## src/sv/hd2_pkg.sv

```systemverilog
`default_nettype none

package hd2_pkg;

  localparam int unsigned PIX_W   = 8;
  localparam int unsigned COL_W   = 10;
  localparam int unsigned CFG_W   = 10;
  localparam int unsigned QDEPTH  = 4;
  localparam int unsigned QPTR_W  = 2;
  localparam int unsigned QCNT_W  = 3;
  // haar sums of four 8-bit pixels: -510..1020
  localparam int unsigned SUM_W   = 12;
  // inverse of four kept sums: -1530..2550
  localparam int unsigned REC_W   = 14;

  localparam logic [CFG_W-1:0] PAIRS_RST  = 10'd256;
  localparam logic [CFG_W-1:0] THRESH_RST = 10'd41;

  typedef enum logic [0:0] {
    REG_PAIRS  = 1'b0,
    REG_THRESH = 1'b1
  } cfg_reg_e;

  typedef struct packed {
    logic [PIX_W-1:0] pixel;
    logic             frame_start;
  } pix_t;

  typedef struct packed {
    logic [PIX_W-1:0] out_pixel;
    logic [COL_W-1:0] out_column;
    logic             lower_row;
    logic             block_last;
  } res_t;

  // one 2x2 block: a b upper, c d lower, col is the odd column
  typedef struct packed {
    logic [PIX_W-1:0] a;
    logic [PIX_W-1:0] b;
    logic [PIX_W-1:0] c;
    logic [PIX_W-1:0] d;
    logic [COL_W-1:0] col;
  } blk_t;

endpackage

`default_nettype wire

```

## src/sv/hd2_queue.sv

```systemverilog
`default_nettype none

module hd2_queue (
  input  wire logic                       clk_i,
  input  wire logic                       rst_ni,
  input  wire logic                       push_i,
  input  wire hd2_pkg::blk_t              push_data_i,
  input  wire logic                       pop_i,
  output hd2_pkg::blk_t                   head_o,
  output logic                            head_valid_o,
  output logic [hd2_pkg::QCNT_W-1:0]      cnt_o
);

  hd2_pkg::blk_t                  entry_q [hd2_pkg::QDEPTH];
  logic [hd2_pkg::QPTR_W-1:0]     wr_ptr_q, rd_ptr_q;
  logic [hd2_pkg::QCNT_W-1:0]     cnt_q;

  always_ff @(posedge clk_i) begin
    if (push_i) begin
      entry_q[wr_ptr_q] <= push_data_i;
    end
  end

  always_ff @(posedge clk_i or negedge rst_ni) begin
    if (!rst_ni) begin
      wr_ptr_q <= '0;
      rd_ptr_q <= '0;
      cnt_q    <= '0;
    end else begin
      if (push_i) begin
        wr_ptr_q <= wr_ptr_q + 1'b1;
      end
      if (pop_i) begin
        rd_ptr_q <= rd_ptr_q + 1'b1;
      end
      unique case ({push_i, pop_i})
        2'b10:   cnt_q <= cnt_q + 1'b1;
        2'b01:   cnt_q <= cnt_q - 1'b1;
        default: cnt_q <= cnt_q;
      endcase
    end
  end

  assign head_o       = entry_q[rd_ptr_q];
  assign head_valid_o = (cnt_q != '0);
  assign cnt_o        = cnt_q;

endmodule

`default_nettype wire

```

## config.mk

```make
export PLATFORM = sky130hd
export DESIGN_NAME = hd2_queue
export DESIGN_NICKNAME = d
export VERILOG_FILES = /design/src/sv/hd2_pkg.sv /design/src/sv/hd2_queue.sv
export SDC_FILE = /design/constraint.sdc
export NUM_CORES = 1
export LEC_CHECK = 0
export ABC_AREA = 1
export BUFFER_PORTS_ARGS = -buffer_cell sky130_fd_sc_hd__buf_4
export CORE_MARGIN = 3
export CORE_UTILIZATION = 35
export DETAILED_ROUTE_END_ITERATION = 7
export PLACE_DENSITY = 0.59
export SYNTH_ARGS = -nofsm -noshare
export SYNTH_HDL_FRONTEND = slang
export SYNTH_SLANG_ARGS = --single-unit
```

## constraint.sdc

```tcl
create_clock -name clk_i -period 2.5 [get_ports clk_i]
set_clock_uncertainty 0.1 [all_clocks]
set_input_delay 0.125 -clock clk_i [delete_from_list [all_inputs] [get_ports clk_i]]
set_output_delay 0.125 -clock clk_i [all_outputs]
set_load 0.03 [all_outputs]
```

Word level (Yosys, flattened, before mapping). Memory sizes are Yosys's and may differ from the RTL's. Index checks and enable logic that the tools add are counted.

Memories: 1. Bits of input ports: 46. RAM bits: 168. Bits in registers: 7. Logic and storage cells: 15. Output and inout port bits: 46.

Memory list: entry_q (words 4, width 42, rd ports 1, clocked after Yosys merged registers in 0, wr ports 1, RTL line hd2_queue.sv:14) `hd2_pkg::blk_t entry_q [hd2_pkg::QDEPTH];`.

Add/sub/neg operators: 4. Equal/unequal tests: 2. Reductions and logical operators: 2. Multiplexer cells: 3.

Operators with widths (count): 3-bit one-hot mux with 2 select lines (1); 2-bit by 1-bit adder with 2-bit output, second input constant (2); 3-bit by 1-bit adder with 3-bit output, second input constant (1); 3-bit nonzero test (1); 3-bit by 1-bit subtractor with 3-bit output, second input constant (1); 2-bit by 1-bit == test with 1-bit output, second input constant (1); 2-bit == test, second input constant (1); 1-bit two-way mux (2); 2-bit nonzero test (1).

Longest topological paths before layout. Gate-level depths: netlist of run 1.

Word-level depth: 2. Gate-level depth with buffers: 9.

Worst setup path before layout of run 1. No wires, ideal clock.

Kind: reg-to-reg. Start point: reg wr_ptr_q[0] (netlist bit). End point: mem entry_q[0][0] (netlist bit), enable pin. Clock period less this slack: 1996 ps. Path slack: 504 ps. Arrival: 1499 ps. Cell stages (with the launch flop): 5. Path through: dfrtp_1 -> inv_1 -> ha_1 -> nand2_1 -> inv_1.

RTL lines: from (decl) (RTL line hd2_queue.sv:15) `logic [hd2_pkg::QPTR_W-1:0] wr_ptr_q, rd_ptr_q;`; from (signal assigned) (RTL line hd2_queue.sv:31) `wr_ptr_q <= wr_ptr_q + 1'b1;`; to (decl) (RTL line hd2_queue.sv:14).

No word-level cell before the write port.

==> results of run 1 <==
placed cells by master (no fill, tap or decap), types with 2 or more instances in the layout:
cell and n:
nand2_1 182, xor2_1 3, buf_4 97, dfrtp_1 6
nor2_1 83, buf_12 6, o211ai_1 4, clkinvlp_4 4
clkbuf_16 17, edfxtp_1 168, o211ai_2 38, dlygate4sd3_1 46
inv_2 4, inv_1 91, ha_1 5, o21ai_0 2
clkinv_2 3, inv_6 3, clkinv_4 3
cell type report:
class / instances / area share, %
multi-input cells: 321 / 17.4
inverters: 96 / 3.83
clock buffers: 17 / 4.51
well taps: 270 / 3.58
flip-flops and latches: 175 / 55.4
repair buffers: 149 / 13.9
clock inverters: 15 / 1.46
report_power, final:
group          total, mW  switching, mW  internal [mW]
clock               2.51           1.13           1.38
combinational       4.95           3.24           1.72
sequential          4.07          0.222           3.85
total               11.5           4.58           6.95
kinds of logic after synthesis:
kind of cell             synth area share [%]
buffers and inverters                    7.79
flip-flops                               70.2
AND/OR/NAND/NOR                          13.5
AO/OA/AOI/OAI                            6.93
XOR/XNOR                                0.471
adder cells (fa/ha/maj)                  1.11
flip-flops by register name, summed over array words and instances (netlist names):
signal	flops
cnt_o	3
entry_q	168
rd_ptr_q	2
wr_ptr_q	2
metrics by stage:
| stage | area [µm²] | total power, mW | hold slack [ns] | utilization [%] | instances |
|---|---|---|---|---|---|
| 2_1_floorplan | 7440 | 7.57 | -0.271 | - | 621 |
| 3_3_place_gp | 8410 | 9.07 | -0.151 | 40.9 | 965 |
| 3_5_place_dp | 8410 | 9.12 | -0.151 | 40.9 | 965 |
| 4_1_cts | 9430 | 11.7 | 0.320 | 45.9 | 1043 |
| 5_1_grt | 9430 | 12.3 | 0.324 | 45.9 | 1043 |
| 6_report | 9430 | 11.5 | 0.337 | 45.9 | 1043 |
critical path: stages (launching register included):
cell	delay, ns
dfrtp_4	0.59
buf_12	0.31
nor2_1	0.09
nor2_1	0.09
nand2_1	0.06
nand2_1	0.09
buf_4	0.17
synth_stat cells:
cell	n
buf_2	10
buf_4	8
buf_6	9
clkbuf_1	2
dfrtp_1	7
edfxtp_1	168
fa_1	1
ha_1	5
inv_1	95
inv_2	1
nand2_1	182
nand3_1	1
nand4_1	1
nor2_1	83
o211ai_1	4
o211ai_2	38
o21ai_0	2
xnor2_1	1
xor2_1	3
worst min-delay path by stage:
stage / slack (ns) / cells past startpoint / end
6_report: 0.34 / 2 / entry_q[2][3]$_DFFE_PP_
3_5_place_dp: -0.15 / 1 / cnt_o[0]$_DFFE_PN0P_
2_1_floorplan: -0.27 / 0 / cnt_o[0]$_DFFE_PN0P_
3_3_place_gp: -0.15 / 1 / cnt_o[2]$_DFFE_PN0P_
5_1_grt: 0.32 / 2 / entry_q[2][3]$_DFFE_PP_
4_1_cts: 0.32 / 3 / rd_ptr_q[0]$_DFFE_PN0P_
metal layers:
layer  up-vias  part of all wire, %
met3        18                  4.9
li1       2303                    -
met4         0                  1.8
met5         -                    0
met2        81                   47
met1      2083                   46
timing repair:
| action | CTS | global route |
|---|---|---|
| endpoints found under the hold margin | 180 | 0 |
| hold buffers | 46 | 0 |
| setup endpoints to repair | 0 | 0 |
==> flow_metrics.env, run 1 <==
export IMPL_reg2reg_slack_ns=0.87
export IMPL_drtPass1Iterations=6
export IMPL_p_per_area_nw_per_um2=1220
export IMPL_cts_root_buf="clkbuf_16"
export IMPL_worstReg2RegEnd="entry_q[3][15]$_DFFE_PP_"
export IMPL_grt_ovfl_total=0
export IMPL_cts_buffer_depth=2
export IMPL_multi_input_area_um2=1640
export IMPL_netlist_area_leader_share_pct=67.8
export IMPL_synth_area_leader_cell="edfxtp_1"
export IMPL_status="finished, final reports clean"
export IMPL_fin_tns_setup_ns=0
export IMPL_setup_viol=0
export IMPL_synth_avg_cell_area_um2=12.0
export IMPL_grt_use_total_pct=12.7
export IMPL_vias=4485
export IMPL_vdd_ir_drop_worst_mv=0.656
export IMPL_grtUsageMet3_pct=3.81
export IMPL_wl_per_cell_um=13.2
export IMPL_syn_area_um2=7440
export IMPL_hpwl_um=8410
export IMPL_worst_setup_path_start_kind="flip-flop"
export IMPL_clk_latency_ns=0.43
export IMPL_clkTransAtPathRegs_ns=0.07
export IMPL_finalHoldViolCount=0
export IMPL_slew_violations=0
export IMPL_start_util_pct=36.2
export IMPL_fmaxAchievable_mhz=481
export IMPL_diodes=0
export IMPL_drc=0
export IMPL_dieArea_um2=23000
export IMPL_grt_pass1_vias=4254
export IMPL_nFillCells=1912
export IMPL_yosys_warnings=0
export IMPL_critPathArrivalTime_ns=1.85
export IMPL_syn_instance_count=621
export IMPL_routed_wl_um=13800
export IMPL_p_leak_nw=3.97
export IMPL_reg2reg_from="wr_ptr_q[0]$_DFFE_PN0P_"
export IMPL_synth_seq_cells=175
export IMPL_cts_setup_buffers=0
export IMPL_rsz0062_at_grt="false"
export IMPL_startpoint="rd_ptr_q[0]$_DFFE_PN0P_"
export IMPL_max_cap_viol_count=0
export IMPL_worstPathMaxFanout=64
export IMPL_io_buffers=91
export IMPL_numCtsBuffers=17
export IMPL_gp_congestion=0.683
export IMPL_criticalPathCategory="reg2out"
export IMPL_regArea_um2=5220
export IMPL_area_growth_pct=26.8
export IMPL_yosysSeqAreaShare_pct=70.2
export IMPL_synth_area_top_cells="edfxtp_1 (68%), nand2_1 (9.2%), o211ai_2 (6.4%)"
export IMPL_min_period_ns=2.08
export IMPL_hold_start="push_data_i[3]"
export IMPL_met2_usage_pct=19.8
export IMPL_fin_crit_sh_pct=83.2
export IMPL_min_path_type="in2reg"
export IMPL_drive_above_1_share_pct=23.0
export IMPL_worstSetupEndpoint="head_o[18]"
export IMPL_met1_usage_pct=16.9
export IMPL_cp_data_required_time_ns=2.28
export IMPL_nNetsFinal=812
export IMPL_worst_slew_pin_slew_ns=0.390
export IMPL_ant_nets=0
export IMPL_cts_htree_levels=4
export IMPL_post_place_ws_ns=0.853
export IMPL_reg2regPathDepth=4
export IMPL_viasPerCell=4.30
export IMPL_grt_pass1_wl_um=22300
export IMPL_core_um2=20600
export IMPL_ys_types=19
export IMPL_die_w_um=152
export IMPL_synthesis_nets=673
export IMPL_end_kind="primary output"
export IMPL_worst_slack_ns=0.421
export IMPL_grt_busiest_layer="met2"
export IMPL_clock_sinks=175
export IMPL_die_y_um=152
export IMPL_pin_count=92
export IMPL_first_iter_violations=186
export IMPL_relSlewSlack_pct=74.0
export IMPL_antenna_found_initial=0
export IMPL_rows=52
export IMPL_cts_resized=0
export IMPL_grt_max_degree=65
export IMPL_cts_tree="yes"
(Power assumes the default switching activity.)
==> run 2: changes to the inputs <==
--- a/config.mk
+++ b/config.mk
@@ -10,7 +10,7 @@
 export CORE_MARGIN = 3
 export CORE_UTILIZATION = 35
 export DETAILED_ROUTE_END_ITERATION = 7
-export PLACE_DENSITY = 0.59
+export PLACE_DENSITY = 0.61
 export SYNTH_ARGS = -nofsm -noshare
 export SYNTH_HDL_FRONTEND = slang
 export SYNTH_SLANG_ARGS = --single-unit
==> constraint.sdc (replaced) <==
create_clock -name clk_i -period 1.9 [get_ports clk_i]
set_clock_uncertainty 0.1 [all_clocks]
set_input_delay 0.095 -clock clk_i [delete_from_list [all_inputs] [get_ports clk_i]]
set_output_delay 0.095 -clock clk_i [all_outputs]
set_load 0.03 [all_outputs]
==> run 2 against run 1 <==
The flow now finishes with violations (negative setup slack). Worst hold slack lost 0.023 ns. Flip-flop and latch count unchanged. Non-clock buffer count grew 20. Final cell count increased by 1.9%. Clock power increased by 29%. Design area rose by 9.2%. Die area unchanged. Routed wire length is 20% higher. Critical path type unchanged. Highest routed layer unchanged.
==> flow_metrics.env, run 2 (same netlist as run 1, synthesis figures left out) <==
export IMPL_drtPass1Iterations=4
export IMPL_reg2regPathDepth=4
export IMPL_slowest_delay_ns=0.54
export IMPL_failed_checks="negative setup slack"
export IMPL_antenna_found_initial=0
export IMPL_dp_cells=966
export IMPL_fin_crit_sh_pct=101
export IMPL_grt_use_total_pct=13.3
export IMPL_diodes=0
export IMPL_cts_htree_levels=4
export IMPL_gp_congestion=0.691
export IMPL_viasPerCell=4.45
export IMPL_numCtsBuffers=17
export IMPL_dieArea_um2=23000
export IMPL_worst_slack_ns=-0.0282
export IMPL_wl_per_cell_um=15.5
export IMPL_relSlewSlack_pct=73.6
export IMPL_setup_viol=18
export IMPL_ant_nets=0
export IMPL_finalHoldViolCount=0
export IMPL_rsz0062_at_grt="true"
export IMPL_cp_data_required_time_ns=1.70
export IMPL_end_kind="primary output"
export IMPL_criticalPathCategory="reg2out"
export IMPL_grt_pass1_vias=4508
export IMPL_slew_violations=0
export IMPL_reg2reg_from="wr_ptr_q[0]$_DFFE_PN0P_"
export IMPL_vias=4730
export IMPL_startpoint="rd_ptr_q[0]$_DFFE_PN0P_"
export IMPL_start_util_pct=36.2
export IMPL_critPathArrivalTime_ns=1.73
export IMPL_pin_count=92
export IMPL_fmaxAchievable_mhz=519
export IMPL_first_iter_violations=214
export IMPL_p_per_area_nw_per_um2=1690
export IMPL_core_um2=20600
export IMPL_clk_latency_ns=0.42
export IMPL_die_w_um=152
export IMPL_clkTransAtPathRegs_ns=0.06
export IMPL_worstPathMaxFanout=6
export IMPL_largest_reg_flops=168
export IMPL_area_growth_pct=38.4
export IMPL_path_cells="buf_12 -> clkbuf_16 -> nor2_2 -> nor2_1 -> nand2_1 -> nand2_2 -> buf_6"
export IMPL_regArea_um2=5220
export IMPL_grt_ovfl_total=0
export IMPL_cts_root_buf="clkbuf_16"
export IMPL_worst_setup_path_start_kind="flip-flop"
export IMPL_clock_sinks=175
export IMPL_min_path_type="in2reg"
export IMPL_drc=0
export IMPL_status="finished, violations left"
export IMPL_worstSetupEndpoint="head_o[34]"
export IMPL_grt_pass1_wl_um=23500
export IMPL_grt_max_degree=52
export IMPL_reg2reg_slack_ns=0.19
export IMPL_die_y_um=152
export IMPL_io_buffers=91
export IMPL_cts_buffer_depth=2
export IMPL_max_cap_viol_count=0
export IMPL_place_area_um2=8510
export IMPL_final_area_um2=10300
export IMPL_rows=52
export IMPL_hpwl_um=9060
export IMPL_worstReg2RegEnd="entry_q[3][28]$_DFFE_PP_"
export IMPL_regMostFlops="entry_q"
export IMPL_multi_input_area_um2=1900
export IMPL_final_cell_mix="edfxtp_1 (168), nand2_1 (155), inv_1 (91)"
export IMPL_nNetsFinal=832
export IMPL_p_leak_nw=4.22
export IMPL_min_period_ns=1.93
export IMPL_holdWs_ns=0.313
export IMPL_layout_commonest_cell="edfxtp_1"
export IMPL_routed_wl_um=16500
export IMPL_nFillCells=1830
export IMPL_drive_above_1_share_pct=32.2
export IMPL_fin_cells=1063
export IMPL_cts_tree="yes"
export IMPL_slowest_stage="dfrtp_4"
export IMPL_vdd_ir_drop_worst_mv=1.24
export IMPL_worst_slew_pin_slew_ns=0.394
## run 2: cell count changes in the layout (fill, tap and decap cells not counted), sizes merged
cell / previous run / this run
inv: 99 / 93
buf: 103 / 114
clkinvlp: 4 / 9
clkbuf: 17 / 27
## run 2: repair_timing
item                       in CTS  in global routing
hold buffers                   46                  0
hold endpoints to repair      181                  0
setup endpoints to repair      37                 41
pin swaps                       0                 58
buffers inserted                1                  3
gates cloned                    0                 15
gates resized for setup         7                124
## run 2: final cells by class
class	instances	area share, %
clock buffers	18	4.17
clock inverters	14	1.14
inverters	96	3.66
multi-input cells	321	18.4
flip-flops and latches	175	50.7
well taps	270	3.28
repair buffers	169	18.6
## run 2: power by group
part | switching (mW) | internal [mW]
registers | 0.296 | 5.07
clock network | 1.44 | 1.80
logic | 5.11 | 3.68
## run 2: per-layer routing
layer	GRT usage [%]	wire, µm
met1	18.1	7890
met5	0	0
met4	3.95	169
met3	3.54	648
met2	21.1	7800
## run 2: per-stage QoR
stage               utilization [%]  total power [mW]  setup TNS [ns]  setup slack (ns)
floorplan                         -              9.97               0            0.0916
global placement               41.4              12.1               0             0.216
detailed placement             41.4              12.2               0             0.187
CTS                            46.4              15.6         -0.0987           -0.0385
global route                   50.1              18.4           -2.83            -0.116
finish                         50.1              17.4          -0.199           -0.0282
## run 2: worst max-delay path, delay by kind of cell (launching register included)
kind	cells	cell delay (ns)
buffers and inverters	3	0.47
and+or+nand+nor	4	0.30
DFF	1	0.54
## run 2: worst min-delay path by stage
stage,start,to,slack [ns],cells past startpoint
6_report,push_data_i[10],entry_q[0][10]$_DFFE_PP_,0.31,2
3_3_place_gp,rst_ni,cnt_o[2]$_DFFE_PN0P_,-0.18,1
5_1_grt,push_data_i[10],entry_q[3][10]$_DFFE_PP_,0.29,2
2_1_floorplan,rst_ni,cnt_o[0]$_DFFE_PN0P_,-0.30,0
4_1_cts,push_data_i[9],entry_q[3][9]$_DFFE_PP_,0.29,2
3_5_place_dp,rst_ni,cnt_o[1]$_DFFE_PN0P_,-0.18,1
