`src/sv/hd2_pkg.sv`:
```
`default_nettype none

package hd2_pkg;

  localparam int unsigned PIX_W   = 8;
  localparam int unsigned COL_W   = 10;
  localparam int unsigned CFG_W   = 10;
  localparam int unsigned QDEPTH  = 4;
  localparam int unsigned QPTR_W  = 2;
  localparam int unsigned QCNT_W  = 3;
  // haar sums of four 8-bit pixels: -510..1020
  localparam int unsigned SUM_W   = 12;
  // inverse of four kept sums: -1530..2550
  localparam int unsigned REC_W   = 14;

  localparam logic [CFG_W-1:0] PAIRS_RST  = 10'd256;
  localparam logic [CFG_W-1:0] THRESH_RST = 10'd41;

  typedef enum logic [0:0] {
    REG_PAIRS  = 1'b0,
    REG_THRESH = 1'b1
  } cfg_reg_e;

  typedef struct packed {
    logic [PIX_W-1:0] pixel;
    logic             frame_start;
  } pix_t;

  typedef struct packed {
    logic [PIX_W-1:0] out_pixel;
    logic [COL_W-1:0] out_column;
    logic             lower_row;
    logic             block_last;
  } res_t;

  // one 2x2 block: a b upper, c d lower, col is the odd column
  typedef struct packed {
    logic [PIX_W-1:0] a;
    logic [PIX_W-1:0] b;
    logic [PIX_W-1:0] c;
    logic [PIX_W-1:0] d;
    logic [COL_W-1:0] col;
  } blk_t;

endpackage

`default_nettype wire

```
`src/sv/hd2_if.sv`:
```
`default_nettype none


interface hd2_res_if;
  logic          valid;
  logic          ready;
  hd2_pkg::res_t data;

  modport source (output valid, output data, input ready);
  modport sink (input valid, input data, output ready);
endinterface

`default_nettype wire

```
`src/sv/hd2_back.sv`:
```
`default_nettype none

module hd2_back (
  input  wire logic                       clk_i,
  input  wire logic                       rst_ni,
  input  wire logic [hd2_pkg::CFG_W-1:0]  thresh_i,
  input  wire hd2_pkg::blk_t              head_i,
  input  wire logic                       head_valid_i,
  output logic                            pop_o,
  hd2_res_if.source                       res_o
);

  localparam int SW = hd2_pkg::SUM_W;
  localparam int RW = hd2_pkg::REC_W;

  function automatic logic signed [SW-1:0] keep_f(input logic signed [SW-1:0] s,
                                                  input logic [hd2_pkg::CFG_W-1:0] t);
    logic [SW-1:0] m;
    m = (s < 0) ? SW'(-s) : SW'(s);
    return (m < SW'(t)) ? '0 : s;
  endfunction

  logic signed [SW-1:0] sa, sb, sc, sd;
  logic signed [SW-1:0] ll_q, lh_q, hl_q, hh_q;
  logic [hd2_pkg::COL_W-1:0] col_q;
  logic [1:0]           k_q;
  logic                 cf_valid_q;
  logic                 adv;

  logic signed [RW-1:0] ll_x, lh_x, hl_x, hh_x, v, r, q;
  logic [hd2_pkg::PIX_W-1:0] pix;
  logic                 o_valid_q;
  hd2_pkg::res_t        res_q;

  assign sa = $signed({4'b0, head_i.a});
  assign sb = $signed({4'b0, head_i.b});
  assign sc = $signed({4'b0, head_i.c});
  assign sd = $signed({4'b0, head_i.d});

  assign adv   = cf_valid_q && (!o_valid_q || res_o.ready);
  assign pop_o = head_valid_i && (!cf_valid_q || (adv && (k_q == 2'd3)));

  always_ff @(posedge clk_i) begin
    if (pop_o) begin
      ll_q  <= keep_f(sa + sb + sc + sd, thresh_i);
      lh_q  <= keep_f(sa + sb - sc - sd, thresh_i);
      hl_q  <= keep_f(sa - sb + sc - sd, thresh_i);
      hh_q  <= keep_f(sa - sb - sc + sd, thresh_i);
      col_q <= head_i.col;
    end
  end

  // inverse for pixel k: lh sign from row, hl from column, hh from both
  assign ll_x = RW'(ll_q);
  assign lh_x = RW'(lh_q);
  assign hl_x = RW'(hl_q);
  assign hh_x = RW'(hh_q);

  always_comb begin
    v = ll_x + (k_q[1] ? -lh_x : lh_x) + (k_q[0] ? -hl_x : hl_x)
        + ((k_q[0] ^ k_q[1]) ? -hh_x : hh_x);
    r = v + RW'(2);
    q = r >>> 2;
    // divide by four, half away from zero, clamp
    if (v <= 0) begin
      pix = '0;
    end else if (q > RW'(255)) begin
      pix = 8'd255;
    end else begin
      pix = q[hd2_pkg::PIX_W-1:0];
    end
  end

  always_ff @(posedge clk_i or negedge rst_ni) begin
    if (!rst_ni) begin
      cf_valid_q <= 1'b0;
      k_q        <= '0;
      o_valid_q  <= 1'b0;
    end else begin
      if (pop_o) begin
        cf_valid_q <= 1'b1;
        k_q        <= '0;
      end else if (adv) begin
        k_q <= k_q + 1'b1;
        if (k_q == 2'd3) begin
          cf_valid_q <= 1'b0;
        end
      end
      if (adv) begin
        o_valid_q <= 1'b1;
      end else if (res_o.ready) begin
        o_valid_q <= 1'b0;
      end
    end
  end

  always_ff @(posedge clk_i) begin
    if (adv) begin
      res_q.out_pixel  <= pix;
      res_q.out_column <= k_q[0] ? col_q : {col_q[hd2_pkg::COL_W-1:1], 1'b0};
      res_q.lower_row  <= k_q[1];
      res_q.block_last <= (k_q == 2'd3);
    end
  end

  assign res_o.valid = o_valid_q;
  assign res_o.data  = res_q;

endmodule

`default_nettype wire

```
`src/flat_wrapper.sv`:
```
// flat-port wrapper written by rule: the top's interface ports become plain ports
module hd2_back_flat 
  (clk_i, rst_ni, thresh_i, head_i, head_valid_i, pop_o, res_o_valid, res_o_data, res_o_ready);
  hd2_res_if res_o_i ();
  input  wire logic clk_i;
  input  wire logic rst_ni;
  input  wire logic [hd2_pkg::CFG_W-1:0] thresh_i;
  input  wire hd2_pkg::blk_t head_i;
  input  wire logic head_valid_i;
  output logic pop_o;
  output wire logic [$bits(res_o_i.valid)-1:0] res_o_valid;
  output wire logic [$bits(res_o_i.data)-1:0] res_o_data;
  input wire logic [$bits(res_o_i.ready)-1:0] res_o_ready;
  assign res_o_valid = res_o_i.valid;
  assign res_o_data = res_o_i.data;
  assign res_o_i.ready = res_o_ready;
  hd2_back u_core (.clk_i(clk_i), .rst_ni(rst_ni), .thresh_i(thresh_i), .head_i(head_i), .head_valid_i(head_valid_i), .pop_o(pop_o), .res_o(res_o_i));
endmodule
```
`config.mk`:
```
export PLATFORM = sky130hd
export DESIGN_NAME = hd2_back_flat
export DESIGN_NICKNAME = d
export VERILOG_FILES = /design/src/sv/hd2_pkg.sv /design/src/sv/hd2_if.sv /design/src/sv/hd2_back.sv /design/src/flat_wrapper.sv
export SDC_FILE = /design/constraint.sdc
export NUM_CORES = 1
export LEC_CHECK = 0
export ABC_AREA = 1
export BUFFER_PORTS_ARGS = -buffer_cell sky130_fd_sc_hd__buf_2
export CAP_MARGIN = 0
export CORE_MARGIN = 4
export CORE_UTILIZATION = 45
export DETAILED_ROUTE_END_ITERATION = 7
export PLACE_DENSITY = 0.67
export SLEW_MARGIN = 20
export SYNTH_ARGS = -nofsm -noshare
export SYNTH_HDL_FRONTEND = slang
export SYNTH_SLANG_ARGS = --single-unit
```
`constraint.sdc`:
```
create_clock -name clk_i -period 4.38 [get_ports clk_i]
set_clock_uncertainty 0.15 [all_clocks]
set_input_delay 0.657 -clock clk_i [delete_from_list [all_inputs] [get_ports clk_i]]
set_output_delay 0.657 -clock clk_i [all_outputs]
set_load 0.05 [all_outputs]
```
# Yosys cells after proc, flatten, opt, wreduce, memory -nomap -nowiden
# Index checks and enable logic that the tools add are counted.
[word_totals]
ff_bits = 82
inputBits = 56
output_inout_bits = 22
word_cells = 73
[op_classes]
add_sub_neg = 22
n_lt_le_gt_ge = 10
eq_ne = 1
n_mux = 15
n_bitwise = 1
reduce_logical = 11
[ops]
columns = ["op", "n"]
rows = [
  ["12-bit by 9-bit adder with 12-bit output", 4],
  ["12-bit by 1-bit less-than comparator with 1-bit output, second input constant", 4],
  ["12-bit by 10-bit less-than comparator with 1-bit output", 4],
  ["12-bit 2-to-1 mux", 4],
  ["12-bit negation", 4],
  ["12-bit by 9-bit subtractor with 12-bit output", 4],
  ["14-bit 2-to-1 mux", 3],
  ["12-bit negation with 14-bit output", 3],
  ["14-bit adder", 2],
  ["12-bit by 14-bit adder with 14-bit output", 1],
  ["14-bit by 3-bit adder with 14-bit output, second input constant", 1],
  ["14-bit by 1-bit less-or-equal comparator with 1-bit output, second input constant", 1],
  ["12-bit by 9-bit greater-than comparator with 1-bit output, second input constant", 1],
  ["8-bit by 8-bit adder with 9-bit output", 1],
  ["8-bit by 8-bit subtractor with 9-bit output", 1],
  ["8-bit 2-to-1 mux", 1],
  ["2-bit nonzero test", 3],
  ["1-bit 2-to-1 mux", 5],
  ["2-bit 2-to-1 mux", 2],
  ["1-bit logical AND", 3],
  ["2-bit by 1-bit adder with 2-bit output, second input constant", 1],
  ["2-bit equality test, second input constant", 1],
  ["1-bit logical NOT", 2],
  ["1-bit logical OR", 2],
  ["2 further kinds", 2],
]

# Depth between registers and ports, before layout
# Gate-level depths: netlist of the first run.
[depth]
ltp_word = 8
mapped_depth = 33
depth_no_buf = 33

# Worst setup path after synthesis of the first run
# Ideal clock, no wire load.
[synth_path]
path_kind = "input port to flip-flop"
from = "input head_i[26] (netlist name)"
to = "register u_core.lh_q[11] (data pin)"
setup_ns = 0.253
arrival_ns = 4.929
required_ns = 3.977
path_slack_ns = -0.952
path_stages = 32
n_path_buf = 0
cell_sequence = "ha_1 > fa_1 > a21oi_1 > o21bai_1 > a21oi_1 > o21ai_0 > nand2_1 > inv_1 > nor2_1 > fa_1 > ha_1 > nand2_1 > nor3_1 > nand2_1 > o211ai_1 > a21o_1 > nand2_1 > inv_2 > nor2_4 > inv_2 > nor2_1 > xor2_1 > inv_1 > ha_1 > nand2_1 > nor2_1 > a211oi_1 > o21ai_0 > nand3_1 > o2111ai_2 > nand2_1 > inv_1"
[synth_via]
elab_chain_cells = 6
word_cells_on_any_way = 7
cone_classes = "add/sub: 4; order compare: 2; mux: 1"
[synth_lines]
columns = ["item", "line_no", "source"]
rows = [
  ["start: declaration", "flat_wrapper.sv:8", "input wire hd2_pkg::blk_t head_i;"],
  ["8-bit by 8-bit adder with 9-bit output (*)", "hd2_back.sv:46", "lh_q <= keep_f(sa + sb - sc - sd, thresh_i);"],
  ["12-bit by 9-bit subtractor with 12-bit output (*) (2 in series)", "hd2_back.sv:46", ""],
  ["12-bit negation / 12-bit by 1-bit less-than comparator with 1-bit output (equally long branches)", "hd2_back.sv:19", "m = (s < 0) ? SW'(-s) : SW'(s);"],
  ["12-bit 2-to-1 mux", "hd2_back.sv:19", ""],
  ["12-bit by 10-bit less-than comparator with 1-bit output", "hd2_back.sv:20", "return (m < SW'(t)) ? '0 : s;"],
  ["end signal: assignment", "hd2_back.sv:46", ""],
  ["end: declaration", "hd2_back.sv:24", "logic signed [SW-1:0] ll_q, lh_q, hl_q, hh_q;"],
]
# Mark *: on every way between the ends. The rest lies on a longest branch, timed or not.
# A chain may end at the register's enable or synchronous reset.

# Worst setup path in the final report of the first run
[layout_path]
from = "input head_i[34] (netlist name)"
to = "register u_core.lh_q[10] (data pin)"
# The elaborated chain is that of the path after synthesis.

==> impl_metrics.ini, run 1 <==
[synthesis]
ys_ff_latch = 80
synth_area_leader_cell = edfxtp_1
async_flop_share = 0.0500
synth_area_um2 = 9640
synth-edff-count = 76
synth_area_per_cell_um2 = 8.01
synth_warnings = 0
ys_seq_area_frac = 0.247
synthesis.nets = 1432
synth_area_leaders = edfxtp_1 (24%), ha_1 (15%), fa_1 (12%)
yosysMostFrequentCell = inv_1
synth-main-ff-cell = edfxtp_1
yosys.cell_types.count = 42
synth_top_area_share = 0.237
synth_cells = 1204
synth_commonest_cells = inv_1 (274), nand2_1 (214), ha_1 (114)

[cells_and_area]
final_cells = 1900
drive_above_1_share = 0.430
area_delta_synth_final_pct = 50.6
nets = 1849
final_design_area_no_fill_um2 = 14500
n_fill_cell = 1560
antenna_cells = 0

[critical_path]
path_delay_family = adder cells
cp.required_ns = 4.31
worstPathMaxFanout = 6
crit_arrival_ns = 5.35
start_kind = input port
slowest_stage = fa_2
cp_num_buf_inv = 6
crit_type = input port to flip-flop
end_kind = flip-flop
cpPeakStageDelay_ns = 0.58

[clocking]
cts.reportedPaths.clkPinSlew_ns = 0.07
cts.htree.levels = 3
clock_tree.root_cell = clkbuf_16
cts_buffers = 9
clock_sinks = 80
ctsLongestPathBuffers = 2
tritoncts = done
insertion_delay_ns = 0.34

[grt]
antenna_found_initial = 0
gr-total-overflow = 0
grt_pass1_vias = 9248
grt_max_degree = 58
grt_pass1_wl_um = 42200
grt_util_all_layers = 0.217

[sta]
fmax_ghz = 0.185
finalCritPeriodShare = 1.24
slew_viol_final = 0
setup_viol = 54
hold-worst-slack_ns = 0.258
rsz0062_at_grt = true
period_minus_slack_ns = 5.41
worst_pin_slew_ns = 0.798
hold_viol_final = 0
finalWorstSetupSlack_ns = -1.03
max_slew_margin = 0.468

[floorplan]
ioPinCount = 78
dieArea_um2 = 23800
fp.dieW_um = 154
start_util = 0.459
core_area_um2 = 21000
dieHeight_um = 154
fp-row-count = 53

[route]
dr_total_vias = 9149
drt_wl_total_um = 26700
initialDrtViolationCount = 360
drc = 0
routedWlPerCell_um = 14.1
ant_nets = 0
viasPerCell = 4.82
dr.pass1.iters = 5

[placement]
place.gp.congestion = 0.949
dpl.hpwl_um = 20700
dp_worst_setup_slack_ns = -1.39
port_buffers = 77
place_inst = 1804
placed_area_um2 = 12500

[job]
maxCapViolCount = 0

[run_status]
failed_checks = negative setup slack
status = finished, violations left

[min_path]
min_path_type = flip-flop to flip-flop
-- timing repair --
item,4_1_cts,5_1_grt
gates cloned,4,0
buffers inserted,53,24
hold endpoints to repair,4,0
hold buffers,1,0
pin swaps,93,98
gates resized for setup,111,113
setup endpoints to repair,54,54
-- sequential cells by signal, summed over array words and instances (netlist names) --
signal / cells
u_core.res_o.data: 20
u_core.hh_q: 12
u_core.hl_q: 12
u_core.lh_q: 12
u_core.col_q: 10
u_core.ll_q: 10
u_core.k_q: 2
u_core.cf_valid_q: 1
u_core.res_o.valid: 1
-- cell families (layout without fill, tap and decap cells) --
kind of cell / after synthesis / after routing / synth area share
compound gates: 147 / 149 / 0.0880
xor+xnor: 89 / 89 / 0.0808
fa+ha+maj: 172 / 172 / 0.268
buf+inv: 289 / 707 / 0.113
flops: 80 / 80 / 0.247
simple gates: 427 / 428 / 0.203
-- cells in the final DEF, fill, tap and decap left out, drive strengths merged --
cell / n
a211oi: 3
a21boi: 4
a21o: 5
a21oi: 74
a221o: 1
a31oi: 3
buf: 406
bufinv: 2
clkbuf: 9
clkinv: 1
clkinvlp: 1
dfrtp: 4
dlygate4sd3: 1
edfxtp: 76
fa: 58
ha: 114
inv: 287
nand2: 238
nand3: 62
nand3b: 2
nand4: 11
nor2: 87
nor3: 21
nor4: 4
o2111ai: 2
o211ai: 10
o21ai: 32
o21bai: 12
o22ai: 1
o31ai: 2
or2: 3
xnor2: 9
xor2: 80
-- layer usage --
layer / GRT usage / share of wire
met5: 0 / 0
met2: 0.404 / 0.53
met4: 0.122 / 0.062
met1: 0.239 / 0.38
met3: 0.0229 / 0.029
-- stage by stage --
stage | TNS, ns | utilization
floorplan | -28.57 | -
global placement | -55.56 | 0.596
detailed placement | -60.06 | 0.596
CTS | -32.33 | 0.658
global route | -54.71 | 0.691
finish | -41.00 | 0.691
-- path summary, 6_finish.rpt --
path	startpoint	to	slack, ns	cells after the start
worst max register to register	u_core.hl_q[0]	u_core.res_o.data[16]	-0.13	24
worst max-delay path	head_i[34]	u_core.lh_q[10]	-1.03	33
worst min register to register	u_core.col_q[9]	u_core.res_o.data[11]	0.26	0
worst min-delay path	u_core.col_q[9]	u_core.res_o.data[11]	0.26	0
min in group asynchronous	rst_ni	u_core.res_o.valid	0.51	2
max in group asynchronous	rst_ni	u_core.cf_valid_q	3.45	2
-- layout make-up --
type,instances,area (um2),area share
Clock buffer,9,225,0.0155
Clock inverter,6,90.1,0.00620
Inverter,285,1090,0.0754
Multi-Input combinational cell,838,7410,0.510
Sequential cell,80,2380,0.164
Tap cell,275,344,0.0237
Timing Repair Buffer,407,2980,0.205
Power of run 1 is not shown: default switching activity piles up to over one toggle a cycle in this logic, so the estimate is an artifact.
==> inputs of run 2 (changes only) <==
BUFFER_PORTS_ARGS = not set   (was -buffer_cell sky130_fd_sc_hd__buf_2)
CORE_UTILIZATION = 50   (was 45)
DONT_BUFFER_PORTS = 1   (was not set)
PLACE_DENSITY = 0.7   (was 0.67)
==> impl_metrics.ini, run 2 (synthesized netlist as in run 1, its figures left out) <==
[clocking]
cts.reportedPaths.clkPinSlew_ns = 0.07
insertion_delay_ns = 0.34
clock_tree.root_cell = clkbuf_16
cts.htree.levels = 3
clock_sinks = 80
ctsLongestPathBuffers = 2
cts_buffers = 9
tritoncts = done

[sta]
period_minus_slack_ns = 5.20
max_slew_margin = 0.477
fmax_ghz = 0.192
finalCritPeriodShare = 1.19
finalWorstSetupSlack_ns = -0.825
slew_viol_final = 0
rsz0062_at_grt = true
setup_viol = 54
hold_viol_final = 0
worst_pin_slew_ns = 0.784

[cells_and_area]
antenna_cells = 0
area_delta_synth_final_pct = 43.0
final_cell_mix = buf_4 (286), inv_1 (248), nand2_1 (173)
fin_util = 0.732
layout_commonest_cell = buf_4
largest_reg_flops = 20
seqCellArea_um2 = 2380
nets = 1740
drive_above_1_share = 0.392
multiInputGateArea_um2 = 7340
n_fill_cell = 1284

[grt]
antenna_found_initial = 0
gr-total-overflow = 0
grt_pass1_vias = 9271
grt_pass1_wl_um = 43200
grt_util_all_layers = 0.245
grt_max_degree = 54

[critical_path]
start_kind = input port
crit_top_cell = nand2_1
cpPeakStageDelay_ns = 0.49
crit_arrival_ns = 5.15
end_kind = flip-flop
cp.required_ns = 4.33
worstPathMaxFanout = 6
crit_type = input port to flip-flop
slowest_stage = fa_2

[floorplan]
core_area_um2 = 18800
dieArea_um2 = 21600
fp.dieW_um = 147
dieHeight_um = 147
start_util = 0.512
ioPinCount = 78
fp-row-count = 50

[route]
routedWlPerCell_um = 15.7
viasPerCell = 5.05
initialDrtViolationCount = 455
dr_total_vias = 8979
dr.pass1.iters = 5
drt_wl_total_um = 27900
drc = 0
ant_nets = 0

[run_status]
failed_checks = negative setup slack
status = finished, violations left

[placement]
place.gp.congestion = 0.915
dpl.hpwl_um = 20500
port_buffers = 0

[job]
maxCapViolCount = 0

[min_path]
min_path_type = input port to flip-flop
==> run 2: area by class of cell <==
class,instances,share of cell area
multi-input combinational,838,0.532
sequential,80,0.173
timing repair buffer,298,0.167
inverter,285,0.0802
tap,260,0.0236
clock buffer,9,0.0163
clock inverter,7,0.00772
==> run 2: repair_timing <==
action	in CTS	in global routing
gates cloned	4	0
pin swaps	92	98
hold buffers	1	0
endpoints found under the setup margin	54	54
gates resized for setup	108	113
buffers inserted	54	16
endpoints found under the hold margin	4	0
==> run 2: through the flow <==
stage	area [um2]	setup WS (ns)	cells	hold slack, ns	setup TNS [ns]
finish	13800	-0.825	1777	0.258	-35.35
floorplan	9890	-0.789	1204	0.211	-28.57
global placement	11900	-1.15	1691	0.211	-47.89
detailed placement	11900	-1.26	1691	0.211	-52.52
global route	13800	-1.15	1777	0.244	-49.20
CTS	13200	-0.697	1765	0.254	-27.65
==> run 2: worst max-delay path, delay by kind of cell <==
family / cells / cell delay [ns]
AND/OR/NAND/NOR: 10 / 0.97
XOR/XNOR: 1 / 0.14
AO/OA/AOI/OAI: 11 / 1.65
adder cells (fa/ha/maj): 5 / 1.53
buffers and inverters: 4 / 0.19
==> run 2: final timing paths <==
path                                       from               endpoint  slack (ns)  depth (start not counted)
worst min-delay path                  head_i[3]        u_core.col_q[3]        0.26                          0
worst max-delay path                 head_i[34]         u_core.hl_q[5]       -0.82                         31
max in group asynchronous                rst_ni     u_core.res_o.valid        3.48                          1
worst min register to register  u_core.col_q[8]  u_core.res_o.data[10]        0.27                          0
min in group asynchronous                rst_ni      u_core.cf_valid_q        0.43                          1
worst max register to register   u_core.hl_q[0]  u_core.res_o.data[19]       -0.12                         25
==> run 2: routing by layer <==
metal  wire (um)  global-route usage  vias to the layer above
li1            -                   -                     4428
met1       10500               0.265                     4211
met2       14800               0.468                      244
met3        1060              0.0342                       96
met4        1550               0.118                        0
met5           0                   0                        -
Power of run 2 is left out for the same reason.
